### src/rtl/core/scp_pkg.sv
// ----------------------------------------------------------------------------
// scp_pkg
// shared types, codes and helpers of the shape compass point pipeline
// ----------------------------------------------------------------------------
package scp_pkg;

    localparam int COORD_W = 32;
    localparam int DIFF_W  = COORD_W + 1;
    localparam int MAG_W   = COORD_W;
    localparam int SQR_W   = 2 * MAG_W;
    localparam int SUM_W   = SQR_W + 1;
    localparam int ROOT_W  = (SUM_W + 1) / 2;
    localparam int REM_W   = SUM_W + 2;
    localparam int RAD_W   = ROOT_W + 2;
    localparam int IW      = COORD_W + 6;

    localparam int FRAC_BITS_DEF = 16;

    localparam logic [2:0] KIND_PLACE  = 3'd0;
    localparam logic [2:0] KIND_BOX    = 3'd1;
    localparam logic [2:0] KIND_ARC    = 3'd2;
    localparam logic [2:0] KIND_CIRCLE = 3'd3;
    localparam logic [2:0] KIND_LINE   = 3'd4;

    localparam logic [3:0] CRN_CENTER = 4'd0;
    localparam logic [3:0] CRN_N      = 4'd1;
    localparam logic [3:0] CRN_S      = 4'd2;
    localparam logic [3:0] CRN_E      = 4'd3;
    localparam logic [3:0] CRN_W      = 4'd4;
    localparam logic [3:0] CRN_NE     = 4'd5;
    localparam logic [3:0] CRN_NW     = 4'd6;
    localparam logic [3:0] CRN_SE     = 4'd7;
    localparam logic [3:0] CRN_SW     = 4'd8;
    localparam logic [3:0] CRN_START  = 4'd9;
    localparam logic [3:0] CRN_END    = 4'd10;

    typedef struct packed {
        logic [2:0]                 shape_kind;
        logic [3:0]                 corner;
        logic signed [COORD_W-1:0]  ref_x;
        logic signed [COORD_W-1:0]  ref_y;
        logic signed [COORD_W-1:0]  extent_x;
        logic signed [COORD_W-1:0]  extent_y;
        logic signed [COORD_W-1:0]  arc_end_x;
        logic signed [COORD_W-1:0]  arc_end_y;
        logic                       clockwise;
    } scp_in_t;

    typedef struct packed {
        logic signed [COORD_W-1:0]  pos_x;
        logic signed [COORD_W-1:0]  pos_y;
    } scp_out_t;

    typedef struct packed {
        scp_in_t                    item;
        logic [REM_W-1:0]           rem;
        logic [ROOT_W-1:0]          root;
    } scp_sq_t;

    function automatic logic signed [COORD_W-1:0] sat_coord(input logic signed [IW-1:0] v);
        logic signed [IW-1:0] hi;
        logic signed [IW-1:0] lo;
        logic signed [COORD_W-1:0] r;
        hi = IW'(signed'({1'b0, {(COORD_W-1){1'b1}}}));
        lo = IW'(signed'({1'b1, {(COORD_W-1){1'b0}}}));
        if (v > hi)
        begin
            r = hi[COORD_W-1:0];
        end
        else if (v < lo)
        begin
            r = lo[COORD_W-1:0];
        end
        else
        begin
            r = v[COORD_W-1:0];
        end
        return r;
    endfunction

endpackage

### src/rtl/core/scp_front.sv
// ----------------------------------------------------------------------------
// scp_front
// three stages forming the squared arc start distance for the root pipeline
// ----------------------------------------------------------------------------
module scp_front (
    input  logic             clk,
    input  logic             rst_n,
    input  logic             en,
    input  logic             vld_in,
    input  scp_pkg::scp_in_t item_in,
    output logic             vld_out,
    output scp_pkg::scp_sq_t data_out
);
    import scp_pkg::*;

    logic                       a_vld_reg;
    scp_in_t                    a_item_reg;
    logic [MAG_W-1:0]           a_mag_reg;
    logic [MAG_W-1:0]           b_mag_reg;
    logic [MAG_W-1:0]           a_mag_next;
    logic [MAG_W-1:0]           b_mag_next;

    logic                       b_vld_reg;
    scp_in_t                    b_item_reg;
    logic [SQR_W-1:0]           a_sqr_reg;
    logic [SQR_W-1:0]           b_sqr_reg;
    logic [SQR_W-1:0]           a_sqr_next;
    logic [SQR_W-1:0]           b_sqr_next;

    logic                       c_vld_reg;
    scp_sq_t                    c_data_reg;
    scp_sq_t                    c_data_next;

    logic signed [DIFF_W-1:0]   dx;
    logic signed [DIFF_W-1:0]   dy;
    logic signed [DIFF_W-1:0]   ax;
    logic signed [DIFF_W-1:0]   ay;

    always_comb
    begin
        dx = DIFF_W'($signed(item_in.extent_x)) - DIFF_W'($signed(item_in.ref_x));
        dy = DIFF_W'($signed(item_in.extent_y)) - DIFF_W'($signed(item_in.ref_y));
        ax = dx[DIFF_W-1] ? -dx : dx;
        ay = dy[DIFF_W-1] ? -dy : dy;
        a_mag_next = ax[MAG_W-1:0];
        b_mag_next = ay[MAG_W-1:0];
    end

    assign a_sqr_next = SQR_W'(a_mag_reg) * SQR_W'(a_mag_reg);
    assign b_sqr_next = SQR_W'(b_mag_reg) * SQR_W'(b_mag_reg);

    always_comb
    begin
        c_data_next.item = b_item_reg;
        c_data_next.rem  = REM_W'(SUM_W'(a_sqr_reg) + SUM_W'(b_sqr_reg));
        c_data_next.root = '0;
    end

    always_ff @(posedge clk or negedge rst_n)
    begin
        if (!rst_n)
        begin
            a_vld_reg <= 1'b0;
            b_vld_reg <= 1'b0;
            c_vld_reg <= 1'b0;
        end
        else if (en)
        begin
            a_vld_reg <= vld_in;
            b_vld_reg <= a_vld_reg;
            c_vld_reg <= b_vld_reg;
        end
    end

    always_ff @(posedge clk)
    begin
        if (en)
        begin
            a_item_reg <= item_in;
            a_mag_reg  <= a_mag_next;
            b_mag_reg  <= b_mag_next;
            b_item_reg <= a_item_reg;
            a_sqr_reg  <= a_sqr_next;
            b_sqr_reg  <= b_sqr_next;
            c_data_reg <= c_data_next;
        end
    end

    assign vld_out  = c_vld_reg;
    assign data_out = c_data_reg;

endmodule

### config.mk
export PLATFORM = sky130hd
export DESIGN_NAME = scp_front
export DESIGN_NICKNAME = d
export VERILOG_FILES = /design/src/rtl/core/scp_pkg.sv /design/src/rtl/core/scp_front.sv
export SDC_FILE = /design/constraint.sdc
export NUM_CORES = 2
export LEC_CHECK = 0
export ABC_CLOCK_PERIOD_IN_PS = 15030
export BUFFER_PORTS_ARGS = -buffer_cell sky130_fd_sc_hd__buf_2
export CORE_MARGIN = 4
export CORE_UTILIZATION = 69
export DETAILED_ROUTE_END_ITERATION = 10
export PLACE_DENSITY = 0.95
export REMOVE_ABC_BUFFERS = 1
export SYNTH_ARGS = -nofsm -noshare
export SYNTH_HDL_FRONTEND = slang
export SYNTH_SLANG_ARGS = --single-unit
### constraint.sdc
create_clock -name clk -period 15.03 [get_ports clk]
set_input_delay 3.7575 -clock clk [delete_from_list [all_inputs] [get_ports clk]]
set_output_delay 3.7575 -clock clk [all_outputs]
set_load 0.03 [all_outputs]
==> impl_metrics.py <==
metrics = {
    "finish": {
        "final_area_um2": 100000,
        "fillers": 7903,
        "layout.nets": 11400,
        "stdcell_count": 10700,
        "largest_reg_flops": 265,
        "area_growth_pct": 7.50,
        "multiInputGateArea_um2": 58600,
        "regArea_um2": 25700,
        "layout-drive-gt1-share_pct": 8.55,
    },
    "yosys": {
        "synth_warnings": 0,
        "ys_ff_latch": 858,
        "synth_commonest_cells": "inv_1 (2067), fa_1 (1588), edfxtp_1 (855)",
        "seq_area_frac_synth_pct": 27.6,
        "ys.flop_type": "edfxtp_1",
        "syn_area_per_cell_um2": 11.0,
        "ys_types": 88,
        "async_flop_share_pct": 0.350,
        "synth_edf_count": 855,
        "syn-cell-area_um2": 93300,
        "syn_inst": 8517,
        "synth_area_leaders": "fa_1 (34%), edfxtp_1 (28%), ha_1 (9.7%)",
        "yosysMostFrequentCell": "inv_1",
        "yosysTopAreaCellShare_pct": 34.1,
        "synth_area_leader_cell": "fa_1",
    },
    "run": {
        "drv_cap": 0,
    },
    "placed_design": {
        "dpl.hpwl_mm": 182,
        "place_ws_ps": 5840,
        "place_congestion": 0.992,
        "dpl_cell_area_um2": 97300,
        "port_buffers": 469,
        "place_inst": 10600,
    },
    "setup_path": {
        "slowest_stage": "edfxtp_1",
        "worst_setup_path_start_kind": "flip-flop",
        "critPathMaxStageDelay_ps": 1070,
        "endpoint_kind": "flip-flop",
        "crit_arrival_ps": 9920,
        "critPathRequiredTime_ps": 15490,
        "cpMostUsedCell": "fa_1",
        "worstSetupPathType": "flip-flop to flip-flop",
        "crit_fanout": 23,
    },
    "cts": {
        "post_cts_resize_count": 0,
        "cts.sinks": 858,
        "clk_pin_slew_ps": 70,
        "cts_tree": "done",
        "clockBufferDepth": 3,
        "htreeDepth": 3,
        "cts_root_buffer": "clkbuf_16",
        "cts_buffers": 87,
        "cts_setup_buffers": 0,
        "cts_hold_buffers": 0,
        "insertion_delay_ps": 730,
    },
    "route": {
        "drcViolationCount": 0,
        "vias_per_cell": 6.05,
        "wl_mm": 240,
        "vias": 64900,
        "drt_iter0_drc": 7055,
        "dr.pass1.iters": 8,
        "final_antenna_net_count": 0,
        "routedWlPerCell_um": 22.4,
    },
    "floorplanning": {
        "die_w_um": 376,
        "start_util_pct": 69.6,
        "die_y_um": 376,
        "core_um2": 134000,
        "dieArea_um2": 141000,
        "placementRows": 134,
        "io_pins": 505,
    },
    "global_route": {
        "grt_overflow": 0,
        "antenna_found_initial": 8,
        "use_met2_pct": 56.3,
        "grt_max_degree": 157,
        "gr-usage-met3_pct": 9.55,
        "grt.busiest_layer": "met2",
        "use_met1_pct": 42.5,
        "grt_pass1_vias": 72200,
        "grt_first_pass_wirelength_mm": 381,
        "grt_use_total_pct": 34.8,
    },
    "sta": {
        "fin_setup_tns_ps": 0,
        "setup_viol": 0,
        "setup_slack_ps": 5570,
        "rsz0062_at_grt": "no",
        "finalHoldViolations": 0,
        "fmax_ghz": 0.106,
        "finalCriticalPeriod_ps": 9460,
        "tightest_slew_ps": 1140,
        "finalCritPeriodShare_pct": 63.0,
        "clock_skew_ps": 30.4,
        "final_max_slew_viol_count": 0,
        "slew_headroom_pct": 23.6,
    },
    "worst_hold_path": {
        "min_path_type": "flip-flop to flip-flop",
    },
    "outcome": {
        "status": "completed",
    },
}
-- critical path: cells and delay by family (launching register included) --
family	cells	cell delay, ps
AOI/OAI and AO/OA	9	3050
xor gates and xnor gates	1	180
adders and majority gates	9	4450
buffers and inverters	5	280
DFF	1	1070
and+or+nand+nor	1	190
-- routing by layer --
layer  routed length, µm  share of wire [%]
met5                  82              0.034
met3               29200                 12
met2              113000                 47
met4               16300                6.8
met1               80600                 34
-- layout make-up --
type | count | share of cell area (%)
multi-input combinational | 5311 | 58.4
timing repair buffer | 545 | 2.94
sequential | 858 | 25.7
inverter | 2071 | 7.75
clock inverter | 59 | 0.749
clock buffer | 99 | 2.26
antenna | 2 | 0.00499
tap | 1768 | 2.21
-- stage by stage --
stage	hold slack [ps]	util (%)
finish	411	74.9
global route	409	74.8
CTS	401	74.8
detailed placement	405	72.6
global placement	400	72.6
floorplan	400	-
-- final timing paths --
check,end,depth (start not counted),slack (ps),from
max,a_sqr_reg[57],25,5570,a_mag_reg[7]
min,data_out[282],0,410,b_item_reg[182]
max reg2reg,a_sqr_reg[57],25,5570,a_mag_reg[7]
min reg2reg,data_out[282],0,410,b_item_reg[182]
max in group asynchronous,b_vld_reg,1,12080,rst_n
min in group asynchronous,a_vld_reg,1,2840,rst_n
-- cell families after synthesis --
logic type	synth area share [%]
other	0.00402
DFF	27.6
and+or+nand+nor	8.76
muxes	0.146
buffers and inverters	9.76
AOI/OAI and AO/OA	6.56
adders and majority gates	43.8
xor gates and xnor gates	3.40
-- cell usage in the layout (no fill, tap or decap), types with 13 or more instances in the layout --
master and instances:
inv_1 2067, fa_1 1588, edfxtp_1 855, ha_1 722
nand2_1 641, buf_2 468, and2_1 467, a21oi_1 268
nor2_1 236, xnor2_1 208, a21o_1 161, xor2_1 154
o21ai_0 151, clkbuf_16 89, buf_4 74, nand3_1 59
a31oi_1 53, nor3_1 49, o21bai_1 45, nor2b_1 43
nand4_1 40, conb_1 35, and3_1 31, a31o_2 29
o21a_1 27, nand2b_1 24, o31ai_1 23, o211ai_1 23
or2_2 21, a211oi_1 18, clkinv_2 14, bufinv_16 13
Power is not shown: default switching activity piles up to over one toggle a cycle in this logic, so the estimate is an artifact.
