**src/rtl/core/scp_pkg.sv**
```systemverilog
// ----------------------------------------------------------------------------
// scp_pkg
// shared types, codes and helpers of the shape compass point pipeline
// ----------------------------------------------------------------------------
package scp_pkg;

    localparam int COORD_W = 32;
    localparam int DIFF_W  = COORD_W + 1;
    localparam int MAG_W   = COORD_W;
    localparam int SQR_W   = 2 * MAG_W;
    localparam int SUM_W   = SQR_W + 1;
    localparam int ROOT_W  = (SUM_W + 1) / 2;
    localparam int REM_W   = SUM_W + 2;
    localparam int RAD_W   = ROOT_W + 2;
    localparam int IW      = COORD_W + 6;

    localparam int FRAC_BITS_DEF = 16;

    localparam logic [2:0] KIND_PLACE  = 3'd0;
    localparam logic [2:0] KIND_BOX    = 3'd1;
    localparam logic [2:0] KIND_ARC    = 3'd2;
    localparam logic [2:0] KIND_CIRCLE = 3'd3;
    localparam logic [2:0] KIND_LINE   = 3'd4;

    localparam logic [3:0] CRN_CENTER = 4'd0;
    localparam logic [3:0] CRN_N      = 4'd1;
    localparam logic [3:0] CRN_S      = 4'd2;
    localparam logic [3:0] CRN_E      = 4'd3;
    localparam logic [3:0] CRN_W      = 4'd4;
    localparam logic [3:0] CRN_NE     = 4'd5;
    localparam logic [3:0] CRN_NW     = 4'd6;
    localparam logic [3:0] CRN_SE     = 4'd7;
    localparam logic [3:0] CRN_SW     = 4'd8;
    localparam logic [3:0] CRN_START  = 4'd9;
    localparam logic [3:0] CRN_END    = 4'd10;

    typedef struct packed {
        logic [2:0]                 shape_kind;
        logic [3:0]                 corner;
        logic signed [COORD_W-1:0]  ref_x;
        logic signed [COORD_W-1:0]  ref_y;
        logic signed [COORD_W-1:0]  extent_x;
        logic signed [COORD_W-1:0]  extent_y;
        logic signed [COORD_W-1:0]  arc_end_x;
        logic signed [COORD_W-1:0]  arc_end_y;
        logic                       clockwise;
    } scp_in_t;

    typedef struct packed {
        logic signed [COORD_W-1:0]  pos_x;
        logic signed [COORD_W-1:0]  pos_y;
    } scp_out_t;

    typedef struct packed {
        scp_in_t                    item;
        logic [REM_W-1:0]           rem;
        logic [ROOT_W-1:0]          root;
    } scp_sq_t;

    function automatic logic signed [COORD_W-1:0] sat_coord(input logic signed [IW-1:0] v);
        logic signed [IW-1:0] hi;
        logic signed [IW-1:0] lo;
        logic signed [COORD_W-1:0] r;
        hi = IW'(signed'({1'b0, {(COORD_W-1){1'b1}}}));
        lo = IW'(signed'({1'b1, {(COORD_W-1){1'b0}}}));
        if (v > hi)
        begin
            r = hi[COORD_W-1:0];
        end
        else if (v < lo)
        begin
            r = lo[COORD_W-1:0];
        end
        else
        begin
            r = v[COORD_W-1:0];
        end
        return r;
    endfunction

endpackage

```
**src/rtl/core/scp_back.sv**
```systemverilog
// ----------------------------------------------------------------------------
// scp_back
// diagonal scaling stage and point selection with saturating result register
// ----------------------------------------------------------------------------
module scp_back #(
    parameter int FRAC_BITS = scp_pkg::FRAC_BITS_DEF
) (
    input  logic              clk,
    input  logic              rst_n,
    input  logic              en,
    input  logic              vld_in,
    input  scp_pkg::scp_sq_t  data_in,
    output logic              vld_out,
    output scp_pkg::scp_out_t res_out
);
    import scp_pkg::*;

    localparam int    KW     = FRAC_BITS + 1;
    localparam int    PW     = RAD_W + KW;
    localparam longint DIAG_L = ((longint'(707) << FRAC_BITS) + 500) / 1000;
    localparam logic signed [KW-1:0] DIAG_K = KW'(DIAG_L);
    localparam logic signed [PW-1:0] HALF   = PW'(longint'(1) << (FRAC_BITS - 1));

    logic                     d_vld_reg;
    scp_in_t                  d_item_reg;
    logic signed [RAD_W-1:0]  d_rx_reg;
    logic signed [RAD_W-1:0]  d_ry_reg;
    logic signed [PW-1:0]     d_px_reg;
    logic signed [PW-1:0]     d_py_reg;
    logic signed [RAD_W-1:0]  d_rx_next;
    logic signed [RAD_W-1:0]  d_ry_next;
    logic signed [PW-1:0]     d_px_next;
    logic signed [PW-1:0]     d_py_next;

    logic                     res_vld_reg;
    scp_out_t                 res_reg;
    scp_out_t                 res_next;

    logic signed [IW-1:0]     x;
    logic signed [IW-1:0]     y;
    logic signed [IW-1:0]     x1;
    logic signed [IW-1:0]     y1;
    logic signed [IW-1:0]     rx;
    logic signed [IW-1:0]     ry;
    logic signed [IW-1:0]     gx;
    logic signed [IW-1:0]     gy;
    logic signed [PW-1:0]     rnd_x;
    logic signed [PW-1:0]     rnd_y;
    logic signed [IW-1:0]     ox;
    logic signed [IW-1:0]     oy;

    always_comb
    begin
        if (data_in.item.shape_kind == KIND_ARC)
        begin
            d_rx_next = $signed({{(RAD_W-ROOT_W){1'b0}}, data_in.root});
            d_ry_next = $signed({{(RAD_W-ROOT_W){1'b0}}, data_in.root});
        end
        else
        begin
            d_rx_next = RAD_W'($signed(data_in.item.extent_x));
            d_ry_next = RAD_W'($signed(data_in.item.extent_y));
        end
        d_px_next = PW'(d_rx_next) * PW'(DIAG_K);
        d_py_next = PW'(d_ry_next) * PW'(DIAG_K);
    end

    always_comb
    begin
        x     = IW'($signed(d_item_reg.ref_x));
        y     = IW'($signed(d_item_reg.ref_y));
        x1    = IW'($signed(d_item_reg.extent_x));
        y1    = IW'($signed(d_item_reg.extent_y));
        rx    = IW'(d_rx_reg);
        ry    = IW'(d_ry_reg);
        rnd_x = d_px_reg + HALF;
        rnd_y = d_py_reg + HALF;
        gx    = IW'(rnd_x >>> FRAC_BITS);
        gy    = IW'(rnd_y >>> FRAC_BITS);
        ox    = x;
        oy    = y;
        case (d_item_reg.shape_kind) inside
            KIND_BOX:
            begin
                case (d_item_reg.corner)
                    CRN_N:  oy = ((y <<< 1) + y1) >>> 1;
                    CRN_S:  oy = ((y <<< 1) - y1) >>> 1;
                    CRN_E:  ox = ((x <<< 1) + x1) >>> 1;
                    CRN_W:  ox = ((x <<< 1) - x1) >>> 1;
                    CRN_NE:
                    begin
                        ox = ((x <<< 1) + x1) >>> 1;
                        oy = ((y <<< 1) + y1) >>> 1;
                    end
                    CRN_NW:
                    begin
                        ox = ((x <<< 1) - x1) >>> 1;
                        oy = ((y <<< 1) + y1) >>> 1;
                    end
                    CRN_SE:
                    begin
                        ox = ((x <<< 1) + x1) >>> 1;
                        oy = ((y <<< 1) - y1) >>> 1;
                    end
                    CRN_SW:
                    begin
                        ox = ((x <<< 1) - x1) >>> 1;
                        oy = ((y <<< 1) - y1) >>> 1;
                    end
                    default: ;
                endcase
            end
            KIND_ARC, KIND_CIRCLE:
            begin
                if (d_item_reg.shape_kind == KIND_ARC && d_item_reg.corner == CRN_START)
                begin
                    ox = d_item_reg.clockwise ? IW'($signed(d_item_reg.arc_end_x)) : x1;
                    oy = d_item_reg.clockwise ? IW'($signed(d_item_reg.arc_end_y)) : y1;
                end
                else if (d_item_reg.shape_kind == KIND_ARC && d_item_reg.corner == CRN_END)
                begin
                    ox = d_item_reg.clockwise ? x1 : IW'($signed(d_item_reg.arc_end_x));
                    oy = d_item_reg.clockwise ? y1 : IW'($signed(d_item_reg.arc_end_y));
                end
                else
                begin
                    case (d_item_reg.corner)
                        CRN_N:  oy = y + ry;
                        CRN_S:  oy = y - ry;
                        CRN_E:  ox = x + rx;
                        CRN_W:  ox = x - rx;
                        CRN_NE:
                        begin
                            ox = x + gx;
                            oy = y + gy;
                        end
                        CRN_NW:
                        begin
                            ox = x - gx;
                            oy = y + gy;
                        end
                        CRN_SE:
                        begin
                            ox = x + gx;
                            oy = y - gy;
                        end
                        CRN_SW:
                        begin
                            ox = x - gx;
                            oy = y - gy;
                        end
                        default: ;
                    endcase
                end
            end
            KIND_LINE:
            begin
                case (d_item_reg.corner)
                    CRN_START: ;
                    CRN_END:
                    begin
                        ox = x1;
                        oy = y1;
                    end
                    CRN_N:
                    begin
                        if (y1 > y)
                        begin
                            ox = x1;
                            oy = y1;
                        end
                    end
                    CRN_S:
                    begin
                        if (y1 < y)
                        begin
                            ox = x1;
                            oy = y1;
                        end
                    end
                    CRN_E:
                    begin
                        if (x1 > x)
                        begin
                            ox = x1;
                            oy = y1;
                        end
                    end
                    CRN_W:
                    begin
                        if (x1 < x)
                        begin
                            ox = x1;
                            oy = y1;
                        end
                    end
                    default:
                    begin
                        ox = (x + x1) >>> 1;
                        oy = (y + y1) >>> 1;
                    end
                endcase
            end
            default: ;
        endcase
        res_next.pos_x = sat_coord(ox);
        res_next.pos_y = sat_coord(oy);
    end

    always_ff @(posedge clk or negedge rst_n)
    begin
        if (!rst_n)
        begin
            d_vld_reg   <= 1'b0;
            res_vld_reg <= 1'b0;
        end
        else if (en)
        begin
            d_vld_reg   <= vld_in;
            res_vld_reg <= d_vld_reg;
        end
    end

    always_ff @(posedge clk)
    begin
        if (en)
        begin
            d_item_reg <= data_in.item;
            d_rx_reg   <= d_rx_next;
            d_ry_reg   <= d_ry_next;
            d_px_reg   <= d_px_next;
            d_py_reg   <= d_py_next;
            res_reg    <= res_next;
        end
    end

    assign vld_out = res_vld_reg;
    assign res_out = res_reg;

endmodule

```
**config.mk**
```make
export PLATFORM = sky130hd
export DESIGN_NAME = scp_back
export DESIGN_NICKNAME = d
export VERILOG_FILES = /design/src/rtl/core/scp_pkg.sv /design/src/rtl/core/scp_back.sv
export SDC_FILE = /design/constraint.sdc
export NUM_CORES = 2
export LEC_CHECK = 0
export ABC_AREA = 0
export BUFFER_PORTS_ARGS = -buffer_cell sky130_fd_sc_hd__buf_2
export CAP_MARGIN = 20
export CORE_MARGIN = 3
export CORE_UTILIZATION = 45
export CTS_CLUSTER_DIAMETER = 50
export DETAILED_ROUTE_END_ITERATION = 8
export GPL_TIMING_DRIVEN = 0
export PLACE_DENSITY_LB_ADDON = 0.25
export SLEW_MARGIN = 20
export SYNTH_ARGS = -nofsm -noshare
export SYNTH_HDL_FRONTEND = slang
export SYNTH_SLANG_ARGS = --single-unit
```
**constraint.sdc**
```tcl
create_clock -name clk -period 18.85 [get_ports clk]
set_input_delay 1.885 -clock clk [delete_from_list [all_inputs] [get_ports clk]]
set_output_delay 1.885 -clock clk [all_outputs]
set_load 0.02 [all_outputs]
```
==> reports/metrics.yaml <==
routed_wirelength_um: 307000
postCtsResizedCells: 0
grt_pass1_wl_um: 432000
hp-class: "flop to flop"
worst_setup_path_end_kind: "flop"
leakagePower_nw: 32.7
syn-cell-area_sq_um: 66300
drive_gt1_share_pct: 7.32
synthFlopType: "edfxtp_1"
dpl.cell_count: 9955
fin_cells: 10100
clockBufferDepth: 3
fin_crit_ns: 11.15
cellPowerDensity_nw_per_um2: 209
rsz0062_at_grt: "false"
violations: "design-rule violations"
area_growth_pct: 9.94
cp_slowest_stage_delay_ns: 0.83
grt_remaining_overflow: 0
layout.nets: 9764
die_x_um: 390
synth_common_cells: "inv_1 (1174), ha_1 (808), a21oi_1 (614)"
grt_max_degree: 108
skew_ns: 0.0348
fin_tns_setup_ns: 0
drc: 21
synth.avg_cell_area_sq_um: 8.58
largest_reg_flops: 200
drt_first_pass_iters: 9
start_kind: "input pin"
ctsRootBufferMaster: "clkbuf_16"
dp_hpwl_um: 250000
yosysTopAreaCell: "edfxtp_1"
post-synth-top-count-cell: "inv_1"
vias_per_cell: 6.43
grt_usage_pct: 39.2
route.antenna.remaining_nets: 0
cts_setup_buffers: 0
syn_inst: 7729
yosysSeqAreaShare_pct: 18.5
holdBufCountCts: 0
core_area_sq_um: 146000
boundaryPins: 369
routedWlPerCell_um: 30.4
ys_ff_latch: 408
cts_sinks: 408
crit_required_ns: 19.30
peakVddDrop_mv: 0.288
hold_viol_final: 0
antenna_found_initial: 35
synth_cell_type_count: 104
cts_tree: "built"
maxCapViolCount: 0
path_clk_slew_ns: 0.05
die_h_um: 390
cp_max_fo: 10
netlist.area_leader.share_pct: 18.4
worst_pin_slew_ns: 1.34
cts_max_level: 3
seq_area_sq_um: 12200
yosys-top-cells-area: "edfxtp_1 (18%), fa_1 (16%), ha_1 (15%)"
timing.final.crit_share_pct: 59.1
synth-edff-count: 406
grt_pass1_vias: 61400
clkLatencyLatePin_ns: 0.70
crit_slowest_cell: "nand2_1"
clock.fmax_mhz: 89.7
vias: 64900
setup_viol: 0
crit_type: "input pin to flop"
async_flop_share_pct: 0.490
multi_input_area_sq_um: 48400
yosys_warnings: 0
slew-limit-headroom_pct: 10.6
port_buffers: 301
dieArea_sq_um: 152000
first_iter_violations: 9066
start_util_pct: 45.4
gp_congestion: 1.15
critPathArrivalTime_ns: 11.60
slew_violations: 0
n_fill_cell: 14200
hold_ws_ns: 0.531
fin_util_pct: 49.9
outcome: "finished, violations left"
crit_top_cell: "inv_1"
num_rows: 140
cts_buffers: 70
## per-layer routing
layer	track usage, %	wire length, um	up-vias
met4	23.2	22300	20
met3	13.3	41100	931
met2	55.0	122000	4235
met1	52.1	121000	31500
met5	0.415	203	-
li1	-	-	28200
## power breakdown
group	switching, W	internal [W]	total, W
clock	0.000538	0.000808	0.00135
combinational	0.00699	0.00487	0.0119
sequential	0.000257	0.00175	0.00201
## logic make-up after synthesis
logic type,share of synthesized area (%)
AOI/OAI and AO/OA,22.7
xor gates and xnor gates,4.56
adders and majority gates,31.5
buffers and inverters,8.59
DFF,18.5
muxes,0.630
other,0.00565
and+or+nand+nor,13.6
## per-stage QoR
step / setup WS [ns] / instance area, sq um / total power (W)
after floorplan: 9.33 / 66300 / 0.0106
after global placement: 7.23 / 70200 / 0.0135
after detailed placement: 7.14 / 70400 / 0.0137
after CTS: 7.90 / 72900 / 0.0152
after global routing: 6.97 / 72900 / 0.0167
final: 7.70 / 72900 / 0.0152
## cell type report
cell class                      count  area share, %
Antenna cell                       14         0.0480
Buffer                            323           1.79
Clock buffer                       78           2.47
Clock inverter                     50          0.856
Inverter                         1174           6.04
Multi-Input combinational cell   5825           66.4
Sequential cell                   408           16.8
Tap cell                         1917           3.29
Timing Repair Buffer              310           2.30
## critical path: cells and delay by family
family	cells	cell delay (ns)
adders and majority gates	7	2.87
AOI/OAI and AO/OA	12	3.32
and+or+nand+nor	3	1.70
buffers and inverters	9	1.67
xor gates and xnor gates	1	0.14
## cell usage in the layout, fill, tap and decap left out, drive strengths merged, types with 20 or more instances in the layout
cell type and n:
or2 33, a31oi 77, ha 808, nor3 150
a2111oi 24, a221o 51, o211ai 74, o21bai 92
o31ai 49, and2 47, or3 42, nand4 82
clkinv 20, o21ai 423, nand2 471, buf 369
clkbuf 342, nand3 144, a21o 130, nor2 535
edfxtp 406, o221ai 74, o21a 63, xnor2 230
mux2i 35, o22ai 76, nor2b 76, nand2b 82
xor2 115, a211oi 73, a221oi 130, inv 1194
and3 59, a22oi 39, a21oi 614, and4 20
a222oi 31, fa 540, nor4 41
## path summary, 6_finish.rpt
| check | slack, ns | endpoint | cells past startpoint | start |
|---|---|---|---|---|
| min | 0.53 | d_vld_reg | 1 | d_vld_reg |
| max reg2reg | 10.08 | res_out[57] | 25 | d_px_reg[16] |
| max in group asynchronous | 17.77 | d_vld_reg | 1 | rst_n |
| min reg2reg | 0.53 | d_vld_reg | 1 | d_vld_reg |
| max | 7.70 | d_px_reg[50] | 32 | data_in[298] |
| min in group asynchronous | 0.98 | vld_out | 1 | rst_n |
Power figures use the tool's default switching activity.
