### src/rtl/core/scp_pkg.sv
// ----------------------------------------------------------------------------
// scp_pkg
// shared types, codes and helpers of the shape compass point pipeline
// ----------------------------------------------------------------------------
package scp_pkg;

    localparam int COORD_W = 32;
    localparam int DIFF_W  = COORD_W + 1;
    localparam int MAG_W   = COORD_W;
    localparam int SQR_W   = 2 * MAG_W;
    localparam int SUM_W   = SQR_W + 1;
    localparam int ROOT_W  = (SUM_W + 1) / 2;
    localparam int REM_W   = SUM_W + 2;
    localparam int RAD_W   = ROOT_W + 2;
    localparam int IW      = COORD_W + 6;

    localparam int FRAC_BITS_DEF = 16;

    localparam logic [2:0] KIND_PLACE  = 3'd0;
    localparam logic [2:0] KIND_BOX    = 3'd1;
    localparam logic [2:0] KIND_ARC    = 3'd2;
    localparam logic [2:0] KIND_CIRCLE = 3'd3;
    localparam logic [2:0] KIND_LINE   = 3'd4;

    localparam logic [3:0] CRN_CENTER = 4'd0;
    localparam logic [3:0] CRN_N      = 4'd1;
    localparam logic [3:0] CRN_S      = 4'd2;
    localparam logic [3:0] CRN_E      = 4'd3;
    localparam logic [3:0] CRN_W      = 4'd4;
    localparam logic [3:0] CRN_NE     = 4'd5;
    localparam logic [3:0] CRN_NW     = 4'd6;
    localparam logic [3:0] CRN_SE     = 4'd7;
    localparam logic [3:0] CRN_SW     = 4'd8;
    localparam logic [3:0] CRN_START  = 4'd9;
    localparam logic [3:0] CRN_END    = 4'd10;

    typedef struct packed {
        logic [2:0]                 shape_kind;
        logic [3:0]                 corner;
        logic signed [COORD_W-1:0]  ref_x;
        logic signed [COORD_W-1:0]  ref_y;
        logic signed [COORD_W-1:0]  extent_x;
        logic signed [COORD_W-1:0]  extent_y;
        logic signed [COORD_W-1:0]  arc_end_x;
        logic signed [COORD_W-1:0]  arc_end_y;
        logic                       clockwise;
    } scp_in_t;

    typedef struct packed {
        logic signed [COORD_W-1:0]  pos_x;
        logic signed [COORD_W-1:0]  pos_y;
    } scp_out_t;

    typedef struct packed {
        scp_in_t                    item;
        logic [REM_W-1:0]           rem;
        logic [ROOT_W-1:0]          root;
    } scp_sq_t;

    function automatic logic signed [COORD_W-1:0] sat_coord(input logic signed [IW-1:0] v);
        logic signed [IW-1:0] hi;
        logic signed [IW-1:0] lo;
        logic signed [COORD_W-1:0] r;
        hi = IW'(signed'({1'b0, {(COORD_W-1){1'b1}}}));
        lo = IW'(signed'({1'b1, {(COORD_W-1){1'b0}}}));
        if (v > hi)
        begin
            r = hi[COORD_W-1:0];
        end
        else if (v < lo)
        begin
            r = lo[COORD_W-1:0];
        end
        else
        begin
            r = v[COORD_W-1:0];
        end
        return r;
    endfunction

endpackage

### src/rtl/core/scp_sqrt_stage.sv
// ----------------------------------------------------------------------------
// scp_sqrt_stage
// one bit of the restoring integer square root
// ----------------------------------------------------------------------------
module scp_sqrt_stage #(
    parameter int BIT = 0
) (
    input  logic             clk,
    input  logic             rst_n,
    input  logic             en,
    input  logic             vld_in,
    input  scp_pkg::scp_sq_t data_in,
    output logic             vld_out,
    output scp_pkg::scp_sq_t data_out
);
    import scp_pkg::*;

    logic             vld_reg;
    scp_sq_t          data_reg;
    scp_sq_t          data_next;
    logic [REM_W-1:0] trial;
    logic             take;

    always_comb
    begin
        trial = (REM_W'(data_in.root) << (BIT + 1)) + (REM_W'(1) << (2 * BIT));
        take  = data_in.rem >= trial;
        data_next      = data_in;
        if (take)
        begin
            data_next.rem  = data_in.rem - trial;
            data_next.root = data_in.root | (ROOT_W'(1) << BIT);
        end
    end

    always_ff @(posedge clk or negedge rst_n)
    begin
        if (!rst_n)
        begin
            vld_reg <= 1'b0;
        end
        else if (en)
        begin
            vld_reg <= vld_in;
        end
    end

    always_ff @(posedge clk)
    begin
        if (en)
        begin
            data_reg <= data_next;
        end
    end

    assign vld_out  = vld_reg;
    assign data_out = data_reg;

endmodule

### config.mk
export PLATFORM = sky130hd
export DESIGN_NAME = scp_sqrt_stage
export DESIGN_NICKNAME = d
export VERILOG_FILES = /design/src/rtl/core/scp_pkg.sv /design/src/rtl/core/scp_sqrt_stage.sv
export SDC_FILE = /design/constraint.sdc
export NUM_CORES = 1
export LEC_CHECK = 0
export BUFFER_PORTS_ARGS = -buffer_cell sky130_fd_sc_hd__buf_4
export CAP_MARGIN = 20
export CORE_AREA = 5 5 229 231
export DETAILED_ROUTE_END_ITERATION = 12
export DIE_AREA = 0 0 234 236
export MAX_ROUTING_LAYER = met4
export PLACE_DENSITY_LB_ADDON = 0.05
export SLEW_MARGIN = 10
export SYNTH_ARGS = -nofsm -noshare
export SYNTH_HDL_FRONTEND = slang
export SYNTH_SLANG_ARGS = --single-unit
### constraint.sdc
create_clock -name clk -period 2.18 [get_ports clk]
set_input_delay 0.327 -clock clk [delete_from_list [all_inputs] [get_ports clk]]
set_output_delay 0.327 -clock clk [all_outputs]
set_load 0.03 [all_outputs]
==> results of run 1 <==
synthesized netlist by cell type (3+ instances only):
cell type,n,area [um^2]
a21o_1,21,158
a21oi_1,40,200
a31oi_1,3,18.8
and3_1,3,18.8
and4_1,3,26.3
buf_2,11,55.1
clkbuf_1,10,37.5
edfxtp_1,300,9010
ha_1,34,425
inv_1,42,158
nand2_1,72,270
nand3_1,22,110
nand4_1,9,56.3
nand4b_1,3,26.3
nor2_1,37,139
nor3_1,10,50.1
nor3_2,5,50.1
nor4_1,10,62.6
o21a_1,3,22.5
o21ai_0,53,265
o21ai_1,3,15.0
o21bai_1,3,22.5
o31ai_1,5,37.5
or3_1,5,31.3
xnor2_1,36,315
xor2_1,26,228
registers in the layout, summed over array words and instances, names as in the netlist:
register / count
vld_out: 1
data_out: 300
power groups by stage:
| stage | Sequential [W] | Clock [W] | Combinational (W) |
|---|---|---|---|
| finish | 0.00713 | 0.00613 | 0.00452 |
| global route | 0.00717 | 0.00661 | 0.00476 |
| CTS | 0.00713 | 0.00638 | 0.00451 |
| detailed placement | 0.00724 | 0 | 0.00387 |
| global placement | 0.00724 | 0 | 0.00387 |
| floorplan | 0.00829 | 0 | 0.000718 |
layout make-up:
| class | count | area (um^2) | share of cell area [%] |
|---|---|---|---|
| repair buffers | 1075 | 9140 | 37.4 |
| flip-flops and latches | 301 | 9030 | 36.9 |
| multi-input cells | 444 | 4020 | 16.5 |
| clock buffers | 45 | 998 | 4.08 |
| well taps | 672 | 841 | 3.44 |
| clock inverters | 22 | 210 | 0.859 |
| inverters | 42 | 175 | 0.716 |
| diodes | 15 | 37.5 | 0.153 |
cells by family after synthesis:
kind of cell / count (synthesis) / share of synthesized area, %
AOI/OAI and AO/OA: 152 / 7.78
adders and majority gates: 35 / 3.65
DFF: 301 / 73.9
muxes: 2 / 0.184
and+or+nand+nor: 193 / 7.86
xor gates and xnor gates: 62 / 4.44
buffers and inverters: 64 / 2.14
stage by stage:
| stage | setup TNS, ps | total power, W |
|---|---|---|
| after floorplan | -23270 | 0.00901 |
| after global placement | -60020 | 0.0111 |
| after detailed placement | -63450 | 0.0111 |
| after CTS | -10830 | 0.0180 |
| after global routing | -19070 | 0.0185 |
| final | -14490 | 0.0178 |
timing repair:
action,4_1_cts,5_1_grt
gates cloned,8,0
endpoints found under the hold margin,231,0
setup endpoints to repair,68,68
resized for setup,167,71
hold buffers,231,0
setup buffers,23,14
pin swaps,44,43
path summary, 6_finish.rpt:
path                                               end  slack, ps
worst max register to register     vld_out$_DFFE_PN0P_       1430
max in group asynchronous          vld_out$_DFFE_PN0P_       1980
min in group asynchronous          vld_out$_DFFE_PN0P_        120
worst max-delay path            data_out[94]$_DFFE_PP_       -310
worst min-delay path            data_out[26]$_DFFE_PP_         60
worst min register to register     vld_out$_DFFE_PN0P_        520
per-layer routing:
layer	vias to the layer above	global-route usage [%]	part of all wire [%]
li1	5273	-	-
met5	-	-	0
met3	64	5.21	6.6
met2	333	35.2	54
met1	5314	20.7	37
met4	0	5.87	2.7
==> out/metrics.csv, run 1 <==
stage;metric;value;unit
run_status;status;complete, but fails checks;
run_status;failing checks;setup timing;
global_route;global-route wire length before repair;77.7;mm
pwr;Reg power frac;40.1;%
cts;clk_lat worst skew;540;ps
worst_setup_path;CP peak stage delay;360;ps
sta;max_slew headroom;71.9;%
worst_setup_path;FF-to-FF Start;vld_out$_DFFE_PN0P_;
global_route;total gr overflow;0;
logic_synthesis;Netlist cell types;56;
cts;CTS H-Tree Depth;2;
die;Core Area;0.0499;mm^2
final_layout;# nets final;2241;
logic_synthesis;synthesized flop and latch total;301;
route;Post-Route WL;54.9;mm
global_route;total track usage;19.5;%
route;Routed Antenna Nets;0;
sta;RSZ-0062 raised after global routing;yes;
route;vias post-DR;11000;
logic_synthesis;post-synthesis instance total;809;
pwr;sw power;0.00506;W
pwr;switching share of total power;28.5;%
sta;worst hold slack;57.6;ps
route;DR pass1 iterations;4;
sta;final setup margin;-310;ps
worst_setup_path;Critical Path, Cell by Cell;buf_8 > inv_4 > ha_4 > a21oi_4 > o21ai_2 > a221o_1 > a221oi_4 > o31ai_4 > a21o_4 > a2111oi_4 > buf_6 > nand4b_1 > xnor2_1;
final_layout;utilization after layout;49.0;%
sta;Fmax;0.402;GHz
sta;clock skew;0;ps
worst_setup_path;worst-path fanout max;5;
route;Initial DRC Count;413;
global_route;initial antenna violation count;15;
sta;Tcrit/Tclk final;114;%
sta;Max Slew Vio Count;0;
worst_setup_path;FF-to-FF path depth;1;
logic_synthesis;Top FF cell, synth;edfxtp_1;
logic_synthesis;Mean Syn Cell Area;15.1;um^2
pwr;cell area power density;727;mW/mm^2
logic_synthesis;Post-synth EDFFs;300;
die;full die area;0.0552;mm^2
place;GPL Wtd Cong;0.798;
global_route;largest net degree at the start of global routing;53;
final_layout;layout cell share with drive strength beyond 1;55.4;%
sta;Period minus WS final;2490;ps
min_path;Hold Path Stages;2;
die;Die W;234;um
die;die height;236;um
worst_setup_path;Crit Path Category;in2reg;
global_route;vias in the first global route;11700;
final_layout;filler cell count;4614;
cts;Clock Path Buffers;3;
worst_setup_path;crit start category;primary input;
place;Cells after DPL;2268;
final_layout;most frequent cells in the layout;790 x buf_4, 300 x edfxtp_1, 231 x dlygate4sd3_1;
place;pre-CTS setup slack;-1120;ps
worst_setup_path;CP Capture Type;flop;
logic_synthesis;ys async rst share;0.332;%
worst_setup_path;Slowest-stage cell, CP;a221o_1;
pwr;Worst VDD drop;530;uV
final_layout;Layout area overhead;100;%
pwr;Leakage;10.4;nW
final_layout;Post-Layout Cell Count;2616;
cts;Reg clk slew, reported paths;50;ps
route;Via density;4.20;
worst_setup_path;Worst Path Buf+Inv;3;
die;Starting Density;24.5;%
die;io pins;605;
place;# port buffers;604;
route;Residual DRC;0;
worst_setup_path;worst setup path startpoint;data_in[19];
place;Placed Area;0.0195;mm^2
worst_setup_path;CP Data Required Time;2460;ps
cts;CTS tree;done;
sta;final setup fails;68;
pwr;Clock Power Share;34.5;%
logic_synthesis;Ys Warns;0;
worst_setup_path;number of cells on the critical path;13;
cts;Clock Sinks;301;
pwr;P_int;0.0127;W
worst_setup_path;Worst Path Arrival;2770;ps
die;row count;82;
route;Wirelength per Cell;21.0;um
logic_synthesis;synthesized area;0.0122;mm^2
sta;Least-Margin Pin Slew;420;ps
min_path;worst hold start;data_in[26];
logic_synthesis;Seq/Total Area, Yosys;73.9;%
worst_setup_path;CP delay by family, top;compound AO/OA/AOI/OAI gates;
pwr;Logic pwr share;25.4;%
cts;Root Buffer;clkbuf_16;
final_layout;most common cell after layout, fill and taps aside;buf_4;
place;DP HPWL;42.2;mm
sta;Final Hold Vio Count;0;
flow_run;# Max-Cap Violations;0;
cts;total CTS buffers;38;
final_layout;Layout Cell Area excl Fill;0.0245;mm^2
logic_synthesis;Synth Net Count;1148;
min_path;Hold Path Class;in2reg;
(Power assumes the default switching activity.)
==> inputs of run 2 (changes only) <==
--- a/config.mk
+++ b/config.mk
@@ -12,6 +12,7 @@
 export DIE_AREA = 0 0 234 236
 export MAX_ROUTING_LAYER = met4
 export PLACE_DENSITY_LB_ADDON = 0.05
+export REMOVE_ABC_BUFFERS = 1
 export SLEW_MARGIN = 10
 export SYNTH_ARGS = -nofsm -noshare
 export SYNTH_HDL_FRONTEND = slang
==> run 2 against run 1 <==
The run still ends with setup timing left. Wire length increased by 3.5%. Final cell count decreased by 0.15%. Cell area shrank 0.35%. Total power increased by 1.7%. Clock power grew 5.7%. Register-to-register slack barely moved. Critical path type unchanged.
==> out/metrics.csv, run 2 (synthesis results as in run 1) <==
stage;metric;value;unit;change
place;DP HPWL;43.2;mm;+2.4%
cts;CTS tree;done;;
pwr;cell area power density;742;mW/mm^2;+2.1%
die;Starting Density;24.5;%;unchanged
place;GPL Wtd Cong;0.817;;+2.4%
sta;final setup fails;68;;unchanged
route;Post-Route WL;56.8;mm;+3.5%
die;Core Area;0.0499;mm^2;unchanged
pwr;Worst VDD drop;478;uV;-9.8%
final_layout;most common cell after layout, fill and taps aside;buf_4;;
sta;Fmax;0.395;GHz;-1.7%
global_route;total track usage;19.6;%;+0.17 points
flow_run;# Max-Cap Violations;0;;unchanged
cts;clk_lat worst skew;540;ps;about the same
sta;Final Hold Vio Count;0;;unchanged
sta;RSZ-0062 raised after global routing;yes;;
final_layout;Layout Cell Area excl Fill;0.0244;mm^2;-0.35%
final_layout;most frequent cells in the layout;787 x buf_4, 300 x edfxtp_1, 231 x dlygate4sd3_1;;
sta;final setup margin;-353;ps;-42.1 ps
final_layout;Layout area overhead;99.5;%;
worst_setup_path;Slowest-stage cell, CP;or4_4;;
route;DR pass1 iterations;4;;unchanged
final_layout;# nets final;2242;;+0.045%
worst_setup_path;CP delay by family, top;simple AND/OR/NAND/NOR gates;;
place;pre-CTS setup slack;-1210;ps;-93.5 ps
global_route;total gr overflow;0;;unchanged
worst_setup_path;Crit Path Category;in2reg;;
cts;CTS H-Tree Depth;2;;unchanged
worst_setup_path;worst-path fanout max;7;;+2
route;Via density;4.23;;+0.69%
place;Placed Area;0.0191;mm^2;-2.0%
worst_setup_path;CP Data Required Time;2470;ps;about the same
pwr;Leakage;10.4;nW;about the same
global_route;global-route wire length before repair;78.4;mm;+0.91%
worst_setup_path;crit start category;primary input;;
sta;max_slew headroom;70.5;%;-1.4 points
worst_setup_path;Worst Path Buf+Inv;5;;+2
worst_setup_path;CP peak stage delay;540;ps;+180 ps
pwr;total power;0.0181;W;+1.7%
route;Residual DRC;0;;unchanged
die;io pins;605;;unchanged
final_layout;utilization after layout;48.9;%;-0.17 points
sta;Tcrit/Tclk final;116;%;+1.9 points
worst_setup_path;Critical Path, Cell by Cell;buf_6 > or4_4 > or4_4 > nor3_4 > nand4_1 > a31oi_4 > o21a_4 > buf_6 > buf_12 > buf_12 > clkbuf_16 > o21ai_1;;
sta;Max Slew Vio Count;0;;unchanged
final_layout;layout cell share with drive strength beyond 1;55.4;%;about the same
die;die height;236;um;unchanged
route;Wirelength per Cell;21.7;um;+3.6%
route;Routed Antenna Nets;0;;unchanged
route;vias post-DR;11000;;+0.54%
global_route;largest net degree at the start of global routing;58;;+9.4%
sta;Least-Margin Pin Slew;440;ps;+20.5 ps
run_status;status;complete, but fails checks;;
min_path;Hold Path Class;in2reg;;
global_route;vias in the first global route;11900;;+1.2%
final_layout;filler cell count;4610;;-0.087%
die;Die W;234;um;unchanged
cts;Clock Sinks;301;;unchanged
global_route;initial antenna violation count;7;;-8
place;# port buffers;604;;unchanged
final_layout;max reg flops;300;;unchanged
cts;total CTS buffers;39;;+2.6%
sta;Period minus WS final;2530;ps;+42.1 ps
sta;clock skew;0;ps;unchanged
die;row count;82;;unchanged
worst_setup_path;CP Capture Type;flop;;
cts;Reg clk slew, reported paths;60;ps;about the same
cts;Clock Path Buffers;3;;unchanged
cts;Root Buffer;clkbuf_16;;
run_status;failing checks;setup timing;;
die;full die area;0.0552;mm^2;unchanged
route;Initial DRC Count;461;;+12%
worst_setup_path;Worst Path Arrival;2820;ps;+50 ps
[run 2: changes by cell type in the layout (fill, tap and decap cells not counted), moves of 7 or more]
cell       before  now
clkbuf_16      39   46
ha_1            8   15
buf_6          21   28
diode_2        15    7
nand3_2         2    9
buf_12         20   13
[run 2: report_power, final]
group          switching [W]  internal (W)
clock                0.00252       0.00396
combinational        0.00244       0.00203
sequential          0.000157       0.00698
[run 2: final timing paths]
path                                startpoint                      to  slack [ps]  depth (start not counted)
min                                data_in[57]  data_out[57]$_DFFE_PP_          60                          3
min reg2reg                vld_out$_DFFE_PN0P_     vld_out$_DFFE_PN0P_         530                          1
max reg2reg                vld_out$_DFFE_PN0P_     vld_out$_DFFE_PN0P_        1420                          1
min in group asynchronous                rst_n     vld_out$_DFFE_PN0P_         100                          2
max                                data_in[93]  data_out[49]$_DFFE_PP_        -350                         12
max in group asynchronous                rst_n     vld_out$_DFFE_PN0P_        2000                          2
[run 2: worst min-delay path, stage by stage]
cell     delay [ps]
buf_6            80
nand2_2          40
o21ai_2          40
[run 2: routing by layer]
layer,global-route usage (%),vias up,part of all wire (%)
met5,-,-,0
met3,5.75,80,7.4
met1,20.8,5328,37
met4,6.19,0,3.3
met2,35.1,369,53
li1,-,5266,-
[run 2: per-stage QoR]
step	instances	hold WS [ps]	setup TNS (ps)
after floorplan	787	31.4	-40170
after global placement	2268	104	-65720
after detailed placement	2268	107	-66290
after CTS	2585	10.3	-14400
after global routing	2612	12.9	-20650
final	2612	56.4	-17730
[run 2: final cells by class]
cell class | count | area (um^2) | area share [%]
flip-flops and latches | 301 | 9030 | 37.1
clock inverters | 25 | 270 | 1.11
inverters | 42 | 173 | 0.708
clock buffers | 46 | 1020 | 4.20
diodes | 7 | 17.5 | 0.0719
repair buffers | 1075 | 9120 | 37.4
multi-input cells | 444 | 3890 | 16.0
well taps | 672 | 841 | 3.45
[run 2: timing repair]
action,in CTS,in global routing
endpoints found under the hold margin,231,0
hold buffers,231,0
gates cloned,6,7
setup buffers,11,19
pin swaps,44,57
resized for setup,140,160
endpoints found under the setup margin,68,68
